[src/sdf_pkg.sv]
`timescale 1ns / 1ps
// ----------------------------------------------------------------------------
// sdf_pkg
// shared constants and controller/datapath interface types of the
// sequence duplicate filter
// ----------------------------------------------------------------------------
package sdf_pkg;

	localparam int unsigned TABLE_DEPTH_DEF = 8192;
	localparam logic [15:0] FILL_VALUE      = 16'hAAAA;
	localparam logic [15:0] TIMEOUT_RESET   = 16'd180;

	// apb register map: one register per 4 bytes, word index in paddr[2]
	localparam int unsigned ADDR_W          = 3;
	localparam logic        REG_TIMEOUT     = 1'b0;

	// controller to datapath
	typedef struct packed {
		logic accept;    // capture input word, start slot and timeout math
		logic slot_ld;   // register the reduced table index
		logic sweep_wr;  // write fill value at sweep counter
		logic rd_en;     // read table entry at slot
		logic commit;    // write back, update time, load result
	} cmd_t;

	// datapath to controller
	typedef struct packed {
		logic timeout_hit; // elapsed time exceeded the timeout
		logic sweep_last;  // sweep counter at last entry
	} sts_t;

endpackage

[src/sdf_ctrl.sv]
`timescale 1ns / 1ps
// ----------------------------------------------------------------------------
// sdf_ctrl
// sequencer for fill sweeps, lookup and result handoff
// ----------------------------------------------------------------------------
module sdf_ctrl (
	input  logic          clk,
	input  logic          arst_n,
	input  logic          in_valid,
	output logic          in_stall,
	output logic          out_valid,
	input  logic          out_stall,
	output sdf_pkg::cmd_t cmd,
	input  sdf_pkg::sts_t sts
);

	typedef enum logic [2:0] {
		ST_INIT,
		ST_IDLE,
		ST_SLOT,
		ST_SWEEP,
		ST_READ,
		ST_DONE
	} state_t;

	state_t state_q;
	logic   out_valid_q;
	logic   out_free;

	assign out_free = ~out_valid_q | ~out_stall;

	always_comb begin
		cmd          = '0;
		cmd.accept   = (state_q == ST_IDLE) & in_valid;
		cmd.slot_ld  = (state_q == ST_SLOT);
		cmd.sweep_wr = (state_q == ST_INIT) | (state_q == ST_SWEEP);
		cmd.rd_en    = (state_q == ST_READ);
		cmd.commit   = (state_q == ST_DONE) & out_free;
	end

	assign in_stall  = (state_q != ST_IDLE);
	assign out_valid = out_valid_q;

	always_ff @(posedge clk or negedge arst_n) begin
		if (!arst_n) begin
			state_q     <= ST_INIT;
			out_valid_q <= 1'b0;
		end else begin
			if (cmd.commit) begin
				out_valid_q <= 1'b1;
			end else if (!out_stall) begin
				out_valid_q <= 1'b0;
			end
			case (state_q)
				ST_INIT: begin
					if (sts.sweep_last) state_q <= ST_IDLE;
				end
				ST_IDLE: begin
					if (in_valid) state_q <= ST_SLOT;
				end
				ST_SLOT: begin
					state_q <= sts.timeout_hit ? ST_SWEEP : ST_READ;
				end
				ST_SWEEP: begin
					if (sts.sweep_last) state_q <= ST_READ;
				end
				ST_READ: begin
					state_q <= ST_DONE;
				end
				ST_DONE: begin
					if (out_free) state_q <= ST_IDLE;
				end
				default: begin
					state_q <= ST_INIT;
				end
			endcase
		end
	end

endmodule
[config.mk]
export PLATFORM = sky130hd
export DESIGN_NAME = sdf_ctrl
export DESIGN_NICKNAME = d
export VERILOG_FILES = /design/src/sdf_pkg.sv /design/src/sdf_ctrl.sv
export SDC_FILE = /design/constraint.sdc
export NUM_CORES = 1
export LEC_CHECK = 0
export BUFFER_PORTS_ARGS = -buffer_cell sky130_fd_sc_hd__buf_2
export CAP_MARGIN = 10
export CORE_AREA = 2 2 39 41
export CTS_BUF_LIST = sky130_fd_sc_hd__clkbuf_4 sky130_fd_sc_hd__clkbuf_8 sky130_fd_sc_hd__clkbuf_16
export CTS_CLUSTER_DIAMETER = 60
export CTS_CLUSTER_SIZE = 10
export DETAILED_ROUTE_END_ITERATION = 8
export DIE_AREA = 0 0 41 43
export GPL_TIMING_DRIVEN = 0
export PLACE_DENSITY = 0.49
export SYNTH_ARGS = -nofsm -noshare
export SYNTH_HDL_FRONTEND = slang
export SYNTH_SLANG_ARGS = --single-unit
[constraint.sdc]
create_clock -name clk -period 2.1 [get_ports clk]
set_input_delay 0.105 -clock clk [delete_from_list [all_inputs] [get_ports clk]]
set_output_delay 0.105 -clock clk [all_outputs]
set_load 0.03 [all_outputs]
==> out/results.ini <==
[setup_path]
crit_path_start = state_q[2]$_DFFE_PN0P_
critical_path_class = register to output pin
worstPathCellList = buf_6 > or3b_4 > nor2_2 > buf_2
slowest_delay_ns = 0.37
arrival_ns = 1.36
r2r_cells = 3
cp_slowest_cell = or3b_4
rr_endpoint = state_q[0]$_DFFE_PN0P_
start_kind = register
end_kind = output pin
regToRegSetupSlack_ns = 1.07
crit_path_max_fanout = 10
reg2reg_from = state_q[0]$_DFFE_PN0P_
crit_end = cmd[4]
critPathRequiredTime_ns = 2.00

[floorplanning]
row_count = 14
dieArea_mm2 = 0.00176
design.core.area_mm2 = 0.00138
die_w_um = 41
initial_core_util_pct = 20.3
die_h_um = 43
ioPinCount = 13

[power]
p_per_area_mw_per_mm2 = 1710
p_sw_w = 0.000321
p_clk_share_pct = 13.8
ir_drop_v = 0.000617
p_seq_share_pct = 19.2
intPower_w = 0.000353
leakage_nw = 0.202
swShare_pct = 47.7
power_frac_comb_pct = 67.0

[worst_hold_path]
hold_path_class = input port to register

[timing]
fin_setup_tns_ns = 0
drv_slew = 0
setup_viol = 0
fmax_mhz = 683
finClkSkew_ns = 0.000874
relSlewSlack_pct = 88.2
min_period_ns = 1.47
tightest_slew_ns = 0.176
min_period_over_period_pct = 69.8
rsz0062_at_grt = no
hold_ws_ns = 0.119
hold_viol = 0

[outcome]
status = finished clean

[yosys]
synth_flop_cell = dfrtp_1
ys_seq_area_share_pct = 35.6
synth-simple-area-share_pct = 31.6
syn_area_per_cell_um2 = 8.80
syn_inst = 32
syn-num-nets = 38
yosys_warnings = 0
ys_ff_latch = 4
async_flop_share_pct = 100
muxShareOfSynthArea_pct = 0
synth-compound-area-share_pct = 18.7
synth-edff-count = 0
synthXorXnorAreaFrac_pct = 3.11
synth_top_family_by_area = simple AND/OR/NAND/NOR gates
synth_area_um2 = 282
synth.distinct_cells = 20
synth_fa_ha_area_share_pct = 0

[cts]
cts_buffers = 3
cts_setup_buffers = 0
htree_levels = 1
cts_root_buf = clkbuf_4
cts_tree = built
clk_pin_slew_ns = 0.04
ctsResizeCount = 0
clk_latency_ns = 0.23
ctsHoldBuffers = 1
clkSinkCount = 4
clock_path_buffers = 2

[final_layout]
area_growth_pct = 40.0
final_cell_mix = 13 x buf_2, 4 x dfrtp_1
fillCellCount = 148
final_cells = 64
final_common_cell = buf_2
drive_gt1_share_pct = 45.8
nets = 56
diodes = 0
post-route-util_pct = 28.5

[route]
routed_wl_um = 578
drt_iter0_drc = 1
vias = 261
drc = 0
viasPerCell = 4.08
antenna_left = 0
wire_per_inst_um = 9.03
first_pass_iters = 4

[global_route]
grt_usage_pct = 9.26
grt_first_pass_wirelength_um = 959
grt_max_degree = 11
overflow = 0
antenna_found_initial = 0
grt_pass1_vias = 225

[placed_design]
dp.cells = 60
hpwl_um = 412
place_congestion = 0.657
port_buffers = 12

[run]
maxCapViolations = 0

-- how the worst min path moves through the flow --
stage | slack, ns | to | cells past startpoint | startpoint
finish | 0.12 | out_valid$_DFFE_PN0P_ | 3 | out_stall
global placement | -0.09 | out_valid$_DFFE_PN0P_ | 1 | arst_n
global route | 0.13 | out_valid$_DFFE_PN0P_ | 3 | out_stall
floorplan | -0.19 | out_valid$_DFFE_PN0P_ | 0 | arst_n
CTS | 0.12 | out_valid$_DFFE_PN0P_ | 3 | out_stall
detailed placement | -0.09 | state_q[0]$_DFFE_PN0P_ | 1 | arst_n
-- routing by layer --
| layer | GRT usage (%) | vias to the layer above | share of wire [%] |
|---|---|---|---|
| li1 | - | 141 | - |
| met3 | 3.14 | 4 | 5.5 |
| met5 | 0 | - | 0 |
| met2 | 8.75 | 11 | 39 |
| met4 | 14.0 | 0 | 7.3 |
| met1 | 12.0 | 105 | 48 |
-- Yosys cell counts (2+ instances only) --
master	n	share of area, %
dfrtp_1	4	36
a21oi_1	3	5.3
nand2_1	3	4.0
nor2_1	3	4.0
buf_6	2	8.0
nand3b_1	2	5.3
nor3b_1	2	5.3
-- power by group through the flow --
stage               logic (W)  registers (W)  clock network [W]
global placement     0.000455       0.000131                  0
global route         0.000497       0.000134           0.000109
finish               0.000451       0.000130          0.0000931
floorplan            0.000348       0.000139                  0
CTS                  0.000455       0.000130          0.0000984
detailed placement   0.000453       0.000131                  0
-- state kept, by name, summed over array words and instances (netlist names) --
name	count
state_q	3
out_valid	1
-- logic make-up (layout without fill, tap and decap cells) --
family / after synthesis / count (layout)
compound gates: 8 / 8
xor+xnor: 1 / 1
buf+inv: 4 / 20
flops: 4 / 4
simple gates: 15 / 15
-- critical path: cells and delay by family (launching register included) --
family	cells	cell delay, ns
DFF	1	0.36
buffers and inverters	2	0.32
and+or+nand+nor	2	0.44
-- metrics by stage --
| step | power (W) | cell area (um2) | worst slack [ns] |
|---|---|---|---|
| after floorplan | 0.000487 | 282 | 0.727 |
| after global placement | 0.000586 | 362 | 0.876 |
| after detailed placement | 0.000583 | 362 | 0.873 |
| after CTS | 0.000684 | 394 | 0.620 |
| after global routing | 0.000740 | 394 | 0.560 |
| final | 0.000674 | 394 | 0.635 |
-- cell type report --
type                    instances  area (um2)  share of cell area, %
repair buffers                 13        70.1                   17.8
flip-flops and latches          4         100                   25.4
multi-input cells              24         150                   38.1
plain buffers                   3        27.5                   6.98
well taps                      16        20.0                   5.08
clock buffers                   3        22.5                   5.71
inverters                       1        3.75                  0.952
No activity file was read; power rests on OpenSTA's default activity.
